**config.mk**
```make
export PLATFORM = sky130hd
export DESIGN_NAME = obstacle_avoid_drive_sequencer_top_flat
export DESIGN_NICKNAME = d
export VERILOG_FILES = /design/src/oads_pkg.sv /design/src/oads_in_if.sv /design/src/oads_out_if.sv /design/src/oads_cfg_if.sv /design/src/oads_step.sv /design/src/obstacle_avoid_drive_sequencer_top.sv /design/src/flat_wrapper.sv
export SDC_FILE = /design/constraint.sdc
export NUM_CORES = 1
export LEC_CHECK = 0
export ABC_AREA = 1
export BUFFER_PORTS_ARGS = -buffer_cell sky130_fd_sc_hd__buf_2
export CAP_MARGIN = 5
export CORE_ASPECT_RATIO = 1.25
export CORE_MARGIN = 2
export CORE_UTILIZATION = 65
export CTS_CLUSTER_SIZE = 16
export DETAILED_ROUTE_END_ITERATION = 16
export GPL_TIMING_DRIVEN = 0
export HOLD_SLACK_MARGIN = 0.05
export PLACE_DENSITY = 0.84
export SKIP_LAST_GASP = 1
export SYNTH_ARGS = -nofsm -noshare
export SYNTH_HDL_FRONTEND = slang
export SYNTH_SLANG_ARGS = --single-unit
```
**constraint.sdc**
```tcl
create_clock -name clk -period 10.2 [get_ports clk]
set_clock_uncertainty 0.05 [all_clocks]
set_input_delay 0.51 -clock clk [delete_from_list [all_inputs] [get_ports clk]]
set_output_delay 0.51 -clock clk [all_outputs]
set_load 0.03 [all_outputs]
```
**src/oads_pkg.sv**
```systemverilog
// Shared types, codes and constants of the obstacle avoidance drive sequencer.
`default_nettype none

package oads_pkg;

	// Register indexes of the configuration port.
	localparam int unsigned CfgIdxW = 3;
	localparam logic [CfgIdxW-1:0] REG_OBSTACLE_DISTANCE  = 3'd0;
	localparam logic [CfgIdxW-1:0] REG_MIN_VALID_DISTANCE = 3'd1;
	localparam logic [CfgIdxW-1:0] REG_MOVE_DUTY          = 3'd2;
	localparam logic [CfgIdxW-1:0] REG_TURN_DUTY          = 3'd3;
	localparam logic [CfgIdxW-1:0] REG_REVERSE_TIME_MS    = 3'd4;
	localparam logic [CfgIdxW-1:0] REG_TURN_TIME_MS       = 3'd5;
	localparam int unsigned CfgDataW = 16;

	// Reset values of the registers.
	localparam logic [8:0]  RST_OBSTACLE_DISTANCE  = 9'd40;
	localparam logic [8:0]  RST_MIN_VALID_DISTANCE = 9'd2;
	localparam logic [7:0]  RST_MOVE_DUTY          = 8'd255;
	localparam logic [7:0]  RST_TURN_DUTY          = 8'd230;
	localparam logic [15:0] RST_REVERSE_TIME_MS    = 16'd250;
	localparam logic [15:0] RST_TURN_TIME_MS       = 16'd400;

	// H-bridge pin patterns, bit0..bit3 = IN1..IN4.
	localparam logic [3:0] PINS_STOP  = 4'd0;
	localparam logic [3:0] PINS_FWD   = 4'd9;
	localparam logic [3:0] PINS_BACK  = 4'd6;
	localparam logic [3:0] PINS_LEFT  = 4'd10;
	localparam logic [3:0] PINS_RIGHT = 4'd5;

	typedef enum logic [2:0] {
		DRV_STOP  = 3'd0,
		DRV_FWD   = 3'd1,
		DRV_BACK  = 3'd2,
		DRV_LEFT  = 3'd3,
		DRV_RIGHT = 3'd4
	} drive_t;

	typedef enum logic [1:0] {
		MODE_FWD    = 2'd0,
		MODE_START  = 2'd1,
		MODE_TLEFT  = 2'd2,
		MODE_TRIGHT = 2'd3
	} mode_t;

	typedef struct packed {
		logic [31:0] now_ms;
		logic [8:0]  front_left_cm;
		logic [8:0]  front_center_cm;
		logic [8:0]  front_right_cm;
		logic [8:0]  side_left_cm;
		logic [8:0]  side_right_cm;
	} oads_in_t;

	typedef struct packed {
		logic [3:0] bridge_pins;
		logic [7:0] left_duty;
		logic [7:0] right_duty;
		logic [1:0] mode;
	} oads_out_t;

	typedef struct packed {
		logic [8:0]  obstacle_distance;
		logic [8:0]  min_valid_distance;
		logic [7:0]  move_duty;
		logic [7:0]  turn_duty;
		logic [15:0] reverse_time_ms;
		logic [15:0] turn_time_ms;
	} oads_cfg_t;

	typedef struct packed {
		mode_t       mode;
		logic [31:0] start_ms;
		drive_t      last_drive;
	} oads_state_t;

endpackage

`default_nettype wire

```
**src/oads_in_if.sv**
```systemverilog
// Sensor item channel: valid, ready and one tick of sensor readings.
`default_nettype none

interface oads_in_if
	import oads_pkg::*;
();
	logic     valid;
	logic     ready;
	oads_in_t data;

	modport source (output valid, output data, input ready);
	modport sink (input valid, input data, output ready);
endinterface

`default_nettype wire

```
**src/oads_out_if.sv**
```systemverilog
// Drive result channel: valid, ready and one drive command item.
`default_nettype none

interface oads_out_if
	import oads_pkg::*;
();
	logic      valid;
	logic      ready;
	oads_out_t data;

	modport source (output valid, output data, input ready);
	modport sink (input valid, input data, output ready);
endinterface

`default_nettype wire

```
**src/oads_cfg_if.sv**
```systemverilog
// Configuration write channel: valid, ready, register index and write data.
`default_nettype none

interface oads_cfg_if
	import oads_pkg::*;
();
	logic                valid;
	logic                ready;
	logic [CfgIdxW-1:0]  index;
	logic [CfgDataW-1:0] data;

	modport source (output valid, output index, output data, input ready);
	modport sink (input valid, input index, input data, output ready);
endinterface

`default_nettype wire

```
**src/oads_step.sv**
```systemverilog
// Per-tick decision logic: next sequencer state and the drive item for one tick.
`default_nettype none

module oads_step
	import oads_pkg::*;
(
	input  oads_cfg_t   cfg_regs,
	input  oads_state_t state,
	input  oads_in_t    sample,
	output oads_state_t state_next,
	output oads_out_t   result
);

	logic        near_fl;
	logic        near_fc;
	logic        near_fr;
	logic [31:0] elapsed;
	logic [16:0] pivot_limit;
	drive_t      drive;
	mode_t       mode_next;
	logic [31:0] start_next;
	logic [3:0]  pins;
	logic [7:0]  duty;

	function automatic logic is_near(input logic [8:0] d, input oads_cfg_t c);
		return (d < c.obstacle_distance) && (d >= c.min_valid_distance);
	endfunction

	assign near_fl = is_near(sample.front_left_cm, cfg_regs);
	assign near_fc = is_near(sample.front_center_cm, cfg_regs);
	assign near_fr = is_near(sample.front_right_cm, cfg_regs);

	// Elapsed time wraps with the timestamp; the pivot limit cannot wrap.
	assign elapsed     = sample.now_ms - state.start_ms;
	assign pivot_limit = {1'b0, cfg_regs.reverse_time_ms} + {1'b0, cfg_regs.turn_time_ms};

	always_comb begin
		drive      = state.last_drive;
		mode_next  = state.mode;
		start_next = state.start_ms;
		unique case (state.mode)
			MODE_FWD: begin
				drive = DRV_FWD;
				if (near_fl || near_fc || near_fr) begin
					mode_next = MODE_START;
				end
			end
			MODE_START: begin
				start_next = sample.now_ms;
				mode_next  = (sample.side_left_cm > sample.side_right_cm) ?
					MODE_TLEFT : MODE_TRIGHT;
				drive      = DRV_BACK;
			end
			MODE_TLEFT, MODE_TRIGHT: begin
				priority if (elapsed <= {16'd0, cfg_regs.reverse_time_ms}) begin
					drive = DRV_BACK;
				end else if (elapsed <= {15'd0, pivot_limit}) begin
					drive = (state.mode == MODE_TLEFT) ? DRV_LEFT : DRV_RIGHT;
				end else begin
					// Maneuver over: the last drive is repeated once more.
					mode_next = MODE_FWD;
				end
			end
		endcase
	end

	always_comb begin
		unique case (drive)
			DRV_FWD: begin
				pins = PINS_FWD;
				duty = cfg_regs.move_duty;
			end
			DRV_BACK: begin
				pins = PINS_BACK;
				duty = cfg_regs.move_duty;
			end
			DRV_LEFT: begin
				pins = PINS_LEFT;
				duty = cfg_regs.turn_duty;
			end
			DRV_RIGHT: begin
				pins = PINS_RIGHT;
				duty = cfg_regs.turn_duty;
			end
			default: begin
				pins = PINS_STOP;
				duty = 8'd0;
			end
		endcase
	end

	assign state_next.mode       = mode_next;
	assign state_next.start_ms   = start_next;
	assign state_next.last_drive = drive;

	assign result.bridge_pins = pins;
	assign result.left_duty   = duty;
	assign result.right_duty  = duty;
	assign result.mode        = mode_next;

endmodule

`default_nettype wire

```
**src/obstacle_avoid_drive_sequencer_top.sv**
```systemverilog
// Top level of the obstacle avoidance drive sequencer with its result buffer.
`default_nettype none

// The sequencer takes one sensor item per control tick and gives exactly one
// drive item for it: the four H-bridge direction pins, the two motor duties
// and the mode after the tick. An item is decided in the cycle it is accepted,
// from the item and the sequencer state, and its result is registered in the
// output register, or in the skid register while that is held. The block
// sustains one item per clock while the drive side takes results. The state
// update (mode, maneuver start time, last drive) happens in that same cycle,
// which lets the next item follow at once. Results go to a two-entry output
// buffer, an output register plus a skid register, so the sensor side keeps
// being accepted for one more item while a result waits; sensor ready drops
// only when both entries are full. The configuration port is always ready;
// indexes past the last register are ignored and wider data is truncated.
// Registers are meant to be written only while no items are in flight.

module obstacle_avoid_drive_sequencer_top
	import oads_pkg::*;
(
	input  wire logic   clk,
	input  wire logic   arst_n,
	oads_in_if.sink     sensor,
	oads_out_if.source  drive,
	oads_cfg_if.sink    cfg
);

	oads_cfg_t   cfg_q;
	oads_state_t state_q;
	oads_state_t state_next;
	oads_out_t   result;
	oads_out_t   out_data_q;
	oads_out_t   skid_data_q;
	logic        out_valid_q;
	logic        skid_valid_q;
	logic        in_fire;
	logic        out_fire;

	// Configuration writes land directly in the register file.
	assign cfg.ready = 1'b1;

	always_ff @(posedge clk or negedge arst_n) begin
		if (!arst_n) begin
			cfg_q.obstacle_distance  <= RST_OBSTACLE_DISTANCE;
			cfg_q.min_valid_distance <= RST_MIN_VALID_DISTANCE;
			cfg_q.move_duty          <= RST_MOVE_DUTY;
			cfg_q.turn_duty          <= RST_TURN_DUTY;
			cfg_q.reverse_time_ms    <= RST_REVERSE_TIME_MS;
			cfg_q.turn_time_ms       <= RST_TURN_TIME_MS;
		end else if (cfg.valid) begin
			unique case (cfg.index)
				REG_OBSTACLE_DISTANCE:  cfg_q.obstacle_distance  <= cfg.data[8:0];
				REG_MIN_VALID_DISTANCE: cfg_q.min_valid_distance <= cfg.data[8:0];
				REG_MOVE_DUTY:          cfg_q.move_duty          <= cfg.data[7:0];
				REG_TURN_DUTY:          cfg_q.turn_duty          <= cfg.data[7:0];
				REG_REVERSE_TIME_MS:    cfg_q.reverse_time_ms    <= cfg.data;
				REG_TURN_TIME_MS:       cfg_q.turn_time_ms       <= cfg.data;
				default: begin
				end
			endcase
		end
	end

	// The skid register is the last free slot; the sensor side stalls only
	// when it is occupied.
	assign sensor.ready = !skid_valid_q;
	assign in_fire      = sensor.valid && sensor.ready;
	assign out_fire     = out_valid_q && drive.ready;

	oads_step u_step (
		.cfg_regs   (cfg_q),
		.state      (state_q),
		.sample     (sensor.data),
		.state_next (state_next),
		.result     (result)
	);

	// Sequencer state advances once per accepted item.
	always_ff @(posedge clk or negedge arst_n) begin
		if (!arst_n) begin
			state_q.mode       <= MODE_FWD;
			state_q.start_ms   <= 32'd0;
			state_q.last_drive <= DRV_STOP;
		end else if (in_fire) begin
			state_q <= state_next;
		end
	end

	// Output buffer control. A new result goes to the output register when it
	// is empty or being emptied; otherwise it parks in the skid register. A
	// parked result moves forward as soon as the output register frees up.
	// An accept cannot coincide with a parked result since ready is then low.
	always_ff @(posedge clk or negedge arst_n) begin
		if (!arst_n) begin
			out_valid_q  <= 1'b0;
			skid_valid_q <= 1'b0;
		end else begin
			if (skid_valid_q && (!out_valid_q || out_fire)) begin
				out_valid_q  <= 1'b1;
				skid_valid_q <= 1'b0;
			end else if (in_fire) begin
				if (!out_valid_q || out_fire) begin
					out_valid_q <= 1'b1;
				end else begin
					skid_valid_q <= 1'b1;
				end
			end else if (out_fire) begin
				out_valid_q <= 1'b0;
			end
		end
	end

	always_ff @(posedge clk) begin
		if (skid_valid_q && (!out_valid_q || out_fire)) begin
			out_data_q <= skid_data_q;
		end else if (in_fire) begin
			if (!out_valid_q || out_fire) begin
				out_data_q <= result;
			end else begin
				skid_data_q <= result;
			end
		end
	end

	assign drive.valid = out_valid_q;
	assign drive.data  = out_data_q;

	// A parked result always has an older one ahead of it.
	a_skid_behind_out: assert property (@(posedge clk) disable iff (!arst_n)
		skid_valid_q |-> out_valid_q)
		else $error("skid register holds a result while the output register is empty");

	// The start tick always commits to one of the two turn modes.
	a_start_picks_side: assert property (@(posedge clk) disable iff (!arst_n)
		(in_fire && state_q.mode == MODE_START) |=>
		(state_q.mode == MODE_TLEFT || state_q.mode == MODE_TRIGHT))
		else $error("start tick did not enter a turn mode");

	// Forward mode can only stay forward or begin a maneuver.
	a_fwd_next: assert property (@(posedge clk) disable iff (!arst_n)
		(in_fire && state_q.mode == MODE_FWD) |=>
		(state_q.mode == MODE_FWD || state_q.mode == MODE_START))
		else $error("forward mode left to an unexpected mode");

	// Stop is only the reset drive, so it can be seen in forward mode alone.
	a_stop_only_fwd: assert property (@(posedge clk) disable iff (!arst_n)
		(state_q.last_drive == DRV_STOP) |-> (state_q.mode == MODE_FWD))
		else $error("stop drive recorded outside forward mode");

endmodule

`default_nettype wire
```
**src/flat_wrapper.sv**
```systemverilog
// flat-port wrapper written by rule: the top's interface ports become plain ports
module obstacle_avoid_drive_sequencer_top_flat import oads_pkg::*;
  (clk, arst_n, sensor_valid, sensor_data, sensor_ready, drive_valid, drive_data, drive_ready, cfg_valid, cfg_index, cfg_data, cfg_ready);
  oads_in_if sensor_i ();
  oads_out_if drive_i ();
  oads_cfg_if cfg_i ();
  input  wire logic clk;
  input  wire logic arst_n;
  input wire logic [$bits(sensor_i.valid)-1:0] sensor_valid;
  input wire logic [$bits(sensor_i.data)-1:0] sensor_data;
  output wire logic [$bits(sensor_i.ready)-1:0] sensor_ready;
  output wire logic [$bits(drive_i.valid)-1:0] drive_valid;
  output wire logic [$bits(drive_i.data)-1:0] drive_data;
  input wire logic [$bits(drive_i.ready)-1:0] drive_ready;
  input wire logic [$bits(cfg_i.valid)-1:0] cfg_valid;
  input wire logic [$bits(cfg_i.index)-1:0] cfg_index;
  input wire logic [$bits(cfg_i.data)-1:0] cfg_data;
  output wire logic [$bits(cfg_i.ready)-1:0] cfg_ready;
  assign sensor_i.valid = sensor_valid;
  assign sensor_i.data = sensor_data;
  assign sensor_ready = sensor_i.ready;
  assign drive_valid = drive_i.valid;
  assign drive_data = drive_i.data;
  assign drive_i.ready = drive_ready;
  assign cfg_i.valid = cfg_valid;
  assign cfg_i.index = cfg_index;
  assign cfg_i.data = cfg_data;
  assign cfg_ready = cfg_i.ready;
  obstacle_avoid_drive_sequencer_top u_core (.clk(clk), .arst_n(arst_n), .sensor(sensor_i), .drive(drive_i), .cfg(cfg_i));
endmodule
```
Word-level counts from Yosys, hierarchy flattened --
Index checks and enable logic that the tools add are counted.
Word-level totals: register bits after elaboration 141, bits of input ports 101, output and inout bits 25, logic and storage cells 96
Cells by class: $add $sub $neg 2, $lt $le $gt $ge 9, equality and inequality tests 14, multiplexer cells 21, bitwise operators 2, reductions and logical operators 30
Operator list (count):
- $mux 22 | 3
- $le 32x16->1 | 1
- $le 32x17->1 | 1
- $sub 32x32->32 | 1
- $ge 9x9->1 | 3
- $lt 9x9->1 | 3
- $reduce_and 2->1 | 10
- $add 16x16->17 | 1
- $pmux 4 s4 | 1
- $pmux 8 s2 | 1
- $eq 3x2->1 const B | 4
- $eq 3x3->1 const B | 3
- $gt 9x9->1 | 1
- $mux 3 | 3
- $pmux 3 s3 | 1
- $mux 1 | 8
- $eq 3x1->1 const B | 2
- $logic_and 1x1->1 | 6
- $mux 2 | 3
- $pmux 2 s3 | 1
- $reduce_or 2->1 | 3
- $eq 2x2->1 const B | 2
- $reduce_bool 2->1 | 2
- $logic_not 3->1 | 1
- 9 further kinds | 13

Longest topological paths before layout --
Gate-level depths: netlist of run 1.
word-level depth 11, mapped depth 39, gate-level depth less buffers 39

By module --
From an unflattened synthesis of run 1, not the netlist that was laid out.
Unflattened totals: cells, all modules 1733, area, all modules 12203.0 um2
Modules (own cells, without submodules):
- oads_step | instances 1, cells an instance 1146, area an instance 6324.8 um2, sequential area each 0.0 um2
- obstacle_avoid_drive_sequencer_top | instances 1, cells an instance 587, area an instance 5878.1 um2, sequential area each 3980.1 um2

Worst setup path after synthesis of run 1 --
Ideal clock, no wire load.
path kind reg2reg, start reg u_core.cfg_q[17] (netlist bit), end reg u_core.out_data_q, in the netlist u_core.drive.data[2], data pin, setup time 0.252 ns, data arrival time 4.326 ns, required time 9.898 ns, setup slack 5.572 ns, stages on the path, launching flop included 36, path buffers 0, clock period less this slack 4.628 ns, path through dfstp_2 > inv_1 > fa_1 > nand3b_1 > and2_1 > o41ai_1 > a21oi_1 > o21bai_1 > a21boi_0 > o21ai_0 > xnor2_1 > ha_1 > nand2_1 > inv_1 > nand2_1 > nand2_1 > a21oi_1 > nand3_1 > nand2_1 > nand2_1 > nand2_1 > nand2_1 > nor2_2 > nand2_4 > inv_2 > nand3_4 > nand2_2 > nand2_2 > nand2_4 > inv_4 > nand2_4 > nand2_8 > nand2_2 > nand2_2 > nand2_1 > nand2_1
RTL lines:
- from (decl) | RTL line obstacle_avoid_drive_sequencer_top.sv:28 | oads_cfg_t cfg_q;
- to (signal assigned) | RTL line obstacle_avoid_drive_sequencer_top.sv:115 | out_data_q <= skid_data_q;
- to (signal assigned) | RTL line obstacle_avoid_drive_sequencer_top.sv:118 | out_data_q <= result;
- to (decl) | RTL line obstacle_avoid_drive_sequencer_top.sv:32 | oads_out_t out_data_q;

==> results of run 1 <==
[power groups by stage]
stage          Sequential, µW  Combinational (µW)  Clock, µW
6_report                  782                1930        684
3_3_place_gp              780                1810          0
2_1_floorplan             802                1410          0
4_1_cts                   781                1920        687
5_1_grt                   796                2210        710
3_5_place_dp              787                1890          0
[metal layers]
| metal | vias to the layer above | part of all wire, % | track usage [%] |
|---|---|---|---|
| met3 | 76 | 5.0 | 4.32 |
| met4 | 0 | 3.5 | 13.7 |
| met2 | 335 | 51 | 57.8 |
| met1 | 4763 | 41 | 37.4 |
| met5 | - | 0 | 0 |
| li1 | 5198 | - | - |
[state kept, by name, summed over array words and instances, names as in the netlist]
signal and count:
u_core.skid_valid_q 1, u_core.skid_data_q 14, u_core.cfg_q 66, u_core.drive.data 14, u_core.state_q 37, u_core.drive.valid 1
[cell families after synthesis]
kind of cell / Yosys count / share of synthesized area (%)
AO/OA/AOI/OAI: 220 / 11.0
other: 1 / 0.0341
adder cells (fa/ha/maj): 142 / 16.3
multiplexers: 1 / 0.103
flip-flops: 133 / 31.9
AND/OR/NAND/NOR: 714 / 27.7
XOR/XNOR: 29 / 2.31
buffers and inverters: 303 / 10.7
[timing repair]
item                                    4_1_cts  5_1_grt
endpoints found under the setup margin        0        0
hold endpoints to repair                     31        0
hold buffers                                  1        0
[how the worst min path moves through the flow]
stage                                 start                  to  slack (ns)
after floorplan                      arst_n     u_core.cfg_q[0]        0.16
after global placement    u_core.state_q[2]   u_core.state_q[2]        0.41
after detailed placement  u_core.state_q[2]   u_core.state_q[2]        0.42
after CTS                      sensor_valid  u_core.drive.valid        0.25
after global routing           sensor_valid  u_core.drive.valid        0.27
final                          sensor_valid  u_core.drive.valid        0.26
[cells in the final DEF (no fill, tap or decap), types with 25 or more instances in the layout]
| cell type | synthesis | final |
|---|---|---|
| a21oi_1 | 96 | 96 |
| o21ai_0 | 92 | 92 |
| inv_1 | 264 | 264 |
| nor2_1 | 105 | 105 |
| nand3_1 | 61 | 61 |
| ha_1 | 140 | 140 |
| nand2_1 | 466 | 466 |
| buf_2 | 1 | 124 |
| dfstp_2 | 25 | 25 |
| edfxtp_1 | 28 | 28 |
| dfrtp_1 | 80 | 80 |
| nand2_2 | 29 | 29 |
[worst max-delay path, delay by kind of cell, from the launching register on]
family / cells / cell delay [ns]
and+or+nand+nor: 18 / 1.86
AOI/OAI and AO/OA: 7 / 1.66
adders and majority gates: 2 / 0.69
DFF: 1 / 0.55
buffers and inverters: 3 / 0.25
xor gates and xnor gates: 1 / 0.17
[cell type report]
type | instances | area (µm²) | area share (%)
flip-flops and latches | 133 | 3500 | 27.9
multi-input cells | 1107 | 6300 | 50.2
repair buffers | 126 | 661 | 5.26
well taps | 220 | 275 | 2.19
inverters | 275 | 1040 | 8.25
clock inverters | 15 | 215 | 1.71
clock buffers | 17 | 425 | 3.39
plain buffers | 28 | 144 | 1.15
[per-stage QoR]
stage	instance area, µm²	hold WS, ns	power, µW
6_report	12600	0.257	3400
5_1_grt	12600	0.268	3720
4_1_cts	12600	0.250	3390
3_5_place_dp	11900	0.420	2670
3_3_place_gp	11900	0.413	2590
2_1_floorplan	11000	0.164	2220
==> results.md, run 1 <==
* NetSw at 1580 µW
* Type of the setup path with the least slack: reg2reg
* Reg2Reg Launch Point: u_core.cfg_q[17]
* Post-detailed-route count of antenna-violating nets at 0
* Placed Cells incl. Taps at 1888
* Cell area after synthesis at between 0.01 and 0.015 mm²
* Predominant post-synthesis flop cell: dfrtp_1
* First-pass GRT wire length at 45700 µm
* Worst Hold Depth at 3
* Highest attainable clock frequency at 182 MHz
* Average instance area after synthesis at 7.12 µm²
* Port-buffer cells at between 100 and 150
* Class of the worst hold path: in2reg
* Final Instance Count excl. Fillers at around 1900
* Relative contribution of combinational cells to total power at 56.9%
* Most area-consuming cells after synthesis: dfrtp_1, ha_1, nand2_1
* X dimension of the die at between 100 and 150 µm
* Fraction of registers with async set/reset at 78.9%
* All-layer global routing usage at a little under a third
* Resize count post-CTS at 0
* Crit path top cell by count: nand2_1
* Core Rows at 53
* Detailed Place HPWL at 21500 µm
* Most used standard cells in the synthesized netlist: nand2_1, inv_1, ha_1
* Root cell of the clock tree: clkbuf_16
* Final Core Density at 75.2%
* Largest net degree at the start of global routing at 75
* Termination of the worst setup path: u_core.drive.data[7]
* Die Area at 0.0180 mm²
* Top Ports at 126
* Seq/Total Area, Yosys at 31.9%
* Final min period at 5.49 ns
* Share of total power consumed by net switching at 46.5%
* Tightest Pin Transition at 1.14 ns
* Most common cell in the synthesized netlist: nand2_1
* Nets at 1931
* DRC viols at 0
* Count of cell types in the netlist at 48
* DRC marker count from the first detailed-route iteration at just under 700
* Clock share of power at roughly a fifth
* RSZ-0062 raised after global routing: false
* Worst Slack Setup Final at 4.71 ns
* Effective utilization at floorplan at approximately two thirds
* Number of levels in the clock H-tree at 4
* Static leakage at 0.00700 µW
* Buffer depth of the longest clock path at 2
* Type of element capturing the critical path: flip-flop
* Die height at 149 µm
* Number of antenna cells inserted at 0
* Number of flops mapped to enable cells by yosys at 28
* Share of cells above drive strength 1 at 15.5%
* Worst r2r path cells at 31
* Worst slew margin relative to its limit at 23.7%
* First-pass iteration count of the detailed router at 5
* Number of global-route vias before repair at 10100
* Final setup violation count at 0
* TritonCTS clock tree: yes
* CP max stage delay at 0.55 ns
* Peak fanout along the critical path at 8
* Outcome: finished, final reports clean
* Final setup TNS at 0 ns
* Post-synthesis to final-layout area growth at 14.4%
* Residual overflow from global routing at 0
* Average routed wire per standard cell at roughly 14 µm
* Number of buffers created by CTS at 17
* Count of pins over their slew limit at 0
* Power density of the placed cells at ~270 mW/mm²
* CP max stage cell: dfstp_2
* Gate Count Post-Synth at 1543
* Number of hold violations in the final report at 0
* Ratio of routed vias to standard cells at 5.40
* Worst reg2reg setup slack at 4.71 ns
* Startpoint Class: flip-flop
* Syn Nets at 1786
* Fin crit share at 53.8%
* Fillers at roughly 1300
* Synth warn at 0
* Data required, critical path at slightly above 10 ns
* Overall routed net length at 27500 µm
* Maximum vdd ir drop at 0.000145 V
* Clock transition at the registers of the reported paths at 0.06 ns
* Final weighted congestion in routability-driven placement at between 0.9 and 1
* Number of buffers added for setup after CTS at 0
* Via count of the routed design at 10400
* Core ar. at 0.0167 mm²
* Synth top area share at between 10% and 20%
* Signal arrival time at the worst endpoint at around 5.6 ns
* FF+latch count, synth at approximately 130
* Antenna violations before repair at 0
* Cell type with the largest total area after synthesis: dfrtp_1
* Max-cap violation count at 0
* Clk_lat worst skew at about 0.44 ns
* Destination of the worst register-to-register timing path: u_core.drive.data[7]
* Worst Setup SP: u_core.cfg_q[17]
* TritonCTS Sinks at 133
* Internal power of the cells at 1820 µW
* Post-placement setup slack at 4.82 ns
* Fraction of power consumed by sequential logic at 23.0%
(Power assumes the default switching activity.)
==> run 2: changes to the inputs <==
- ABC_AREA: 1 -> 0
- CORE_UTILIZATION: 65 -> 54
- PLACE_DENSITY: 0.84 -> 0.75
- clock period: 10.2 -> 4.8 ns (I/O delays scaled with it)
==> results.md, run 2 <==
* X dimension of the die at roughly 130 µm
* Worst r2r path cells at 27
* Type of the setup path with the least slack: reg2reg
* All-layer global routing usage at 26.3%
* Gate Count Post-Synth at 1130
* Class of the worst hold path: in2reg
* Total power after layout at 7480 µW
* Via count of the routed design at just over 9000
* Number of antenna cells inserted at 0
* Tightest Pin Transition at 1.19 ns
* Number of buffers created by CTS at 17
* Met3 WL post-DR at 771 µm
* Largest registers: u_core.cfg_q (66), u_core.state_q (37)
* Die height at 158 µm
* Peak fanout along the critical path at 7
* Number of levels in the clock H-tree at 4
* Fin crit share at 115%
* Clock transition at the registers of the reported paths at around 0.060 ns
* Commonest non-fill, non-tap cells in the layout: ha_1, buf_2, nand2_1
* Average instance area after synthesis at 9.08 µm²
* Worst slew margin relative to its limit at 20.7%
* Cell area after synthesis at 0.0103 mm²
* Effective utilization at floorplan at 54.8%
* Buffer depth of the longest clock path at 2
* Final weighted congestion in routability-driven placement at 0.940
* TritonCTS clock tree: yes
* RSZ-0062 raised after global routing: true
* Most common cell in the synthesized netlist: ha_1
* Ratio of routed vias to standard cells at between 5 and 6
* Signal arrival time at the worst endpoint at roughly 5.6 ns
* Highest signal layer in the routed design: met4
* Routed met1 length at between 10000 and 15000 µm
* Number of flops mapped to enable cells by yosys at 28
* Met2 wirelength from detailed routing at 13900 µm
* Overall routed net length at 26300 µm
* Root cell of the clock tree: clkbuf_16
* Syn Nets at 1373
* Highest attainable clock frequency at 181 MHz
* Count of pins over their slew limit at 0
* Register with the most flip-flops: u_core.cfg_q
* Residual overflow from global routing at 0
* Max-cap violation count at 0
* First-pass iteration count of the detailed router at 5
* Outcome: finished with violations
* Die Area at 0.0201 mm²
* Worst Hold Depth at 3
* Final setup TNS at -19.24 ns
* Post-synthesis to final-layout area growth at 24.6%
* TritonCTS Sinks at 133
* Antenna violations before repair at 0
* Synth warn at 0
* Clk_lat worst skew at 0.43 ns
* Seq/Total Area, Yosys at about a third
* FF+latch count, synth at 133
* First-pass GRT wire length at ~42000 µm
* Data required, critical path at 4.90 ns
* Fraction of registers with async set/reset at 78.9%
* Top Ports at 126
* Maximum vdd ir drop at between 0.0002 and 0.0003 V
* Flip-flop count of the largest register after layout at 66
* Port-buffer cells at ~120
* Worst hold slack at 0.0601 ns
* Most used standard cells in the synthesized netlist: ha_1, nand2_1, o21ai_0
* Detailed Place HPWL at 19300 µm
* Fillers at 1439
* Count of cell types in the netlist at 78
* Static leakage at approximately 0.006 µW
* Final setup violation count at 33
* Nets at 1592
* Number of global-route vias before repair at 9123
* Cell type with the largest total area after synthesis: dfrtp_1
* Startpoint Class: flip-flop
* Number of hold violations in the final report at 0
* Share of cells above drive strength 1 at 24.8%
* Most area-consuming cells after synthesis: dfrtp_1, ha_1, edfxtp_1
* Post-detailed-route count of antenna-violating nets at 0
* DRC marker count from the first detailed-route iteration at ~460
* Final Core Density at 68.3%
* Synth top area share at about a fifth
* Power density of the placed cells at 585 mW/mm²
* Leading cell type in the layout, fill and taps excluded: ha_1
* Violations in the final reports: negative setup slack
* Final min period at 5.53 ns
* Largest net degree at the start of global routing at a little under 60
* DRC viols at 0
* Type of element capturing the critical path: flip-flop
* Core ar. at 0.0187 mm²
* Core Rows at 56
* Average routed wire per standard cell at 16.5 µm
* Worst Slack Setup Final at -0.733 ns
* Predominant post-synthesis flop cell: dfrtp_1
-- run 2: cell count changes in the layout (fill, tap and decap cells not counted), sizes merged, moves of 18 or more --
cell	previous run	this run
mux2	1	42
nand3	67	11
o21a	2	20
nand2	499	124
dlygate4sd3	1	43
inv	280	103
buf	136	179
nor2	122	46
a21o	1	37
a21oi	96	72
o21ai	95	119
-- run 2: final cells by class --
class	instances	area, µm²	area share [%]
Clock inverter	11	78.8	0.617
Clock buffer	21	472	3.69
Inverter	102	383	3.00
Sequential cell	133	3500	27.4
Timing Repair Buffer	201	1360	10.7
Tap cell	232	290	2.27
Buffer	46	238	1.86
Multi-Input combinational cell	848	6460	50.5
-- run 2: path summary, 6_finish.rpt --
kind                       slack, ns              endpoint             start
max in group asynchronous       3.58      u_core.cfg_q[45]            arst_n
hold reg to reg                 0.45      u_core.cfg_q[32]  u_core.cfg_q[32]
hold / removal                  0.06      u_core.cfg_q[19]       cfg_data[3]
min in group asynchronous       0.35     u_core.state_q[4]            arst_n
setup reg to reg               -0.73  u_core.drive.data[9]  u_core.cfg_q[17]
setup / recovery               -0.73  u_core.drive.data[9]  u_core.cfg_q[17]
-- run 2: what timing repair did --
action,4_1_cts,5_1_grt
endpoints found under the setup margin,33,33
cloned,1,0
resized for setup,38,29
hold endpoints to repair,93,0
hold buffers,43,0
pin swaps,24,16
setup buffers,24,9
-- run 2: logic make-up after synthesis --
| group | after synthesis | synth area share [%] |
|---|---|---|
| flip-flops | 133 | 34.1 |
| other | 1 | 0.0365 |
| XOR/XNOR | 30 | 2.56 |
| AND/OR/NAND/NOR | 283 | 13.2 |
| buffers and inverters | 149 | 6.02 |
| multiplexers | 44 | 4.80 |
| adder cells (fa/ha/maj) | 142 | 17.5 |
| AO/OA/AOI/OAI | 348 | 21.8 |
-- run 2: through the flow --
stage | setup WS (ns) | instances | instance area [µm²]
after global placement | -0.773 | 1485 | 11200
after global routing | -0.942 | 1594 | 12800
after detailed placement | -0.831 | 1486 | 11300
after CTS | -0.525 | 1585 | 12600
after floorplan | -0.145 | 1130 | 10300
final | -0.733 | 1594 | 12800
-- run 2: critical path, cell delays in order, from the launching register on --
cell	delay [ns]
dfstp_2	0.55
inv_1	0.08
fa_2	0.39
nor2b_2	0.13
o21ai_2	0.08
a21oi_2	0.18
o21ai_1	0.12
a21boi_1	0.23
o21ai_1	0.13
a21boi_1	0.19
o21ai_2	0.09
a21oi_2	0.17
a21o_1	0.14
a21oi_2	0.07
xor2_1	0.16
ha_1	0.30
nand4_1	0.14
or2_4	0.28
nor3_4	0.13
nand2_1	0.08
o221ai_2	0.09
nor2_1	0.07
or4_4	0.61
nor2b_4	0.16
a21o_1	0.20
a2bb2oi_4	0.21
buf_6	0.16
o31ai_2	0.07
-- run 2: power by group --
part / switching (µW) / leakage [µW] / internal (µW)
registers: 143 / 0.00150 / 1540
logic: 2620 / 0.00417 / 1950
clock network: 520 / 0.000257 / 704
total: 3280 / 0.00593 / 4200
-- run 2: metal layers --
metal  GRT usage [%]  vias to the layer above
met5               0                        -
met3            3.45                       53
met1            30.1                     4374
met4            10.9                        0
met2            49.0                      247
li1                -                     4491
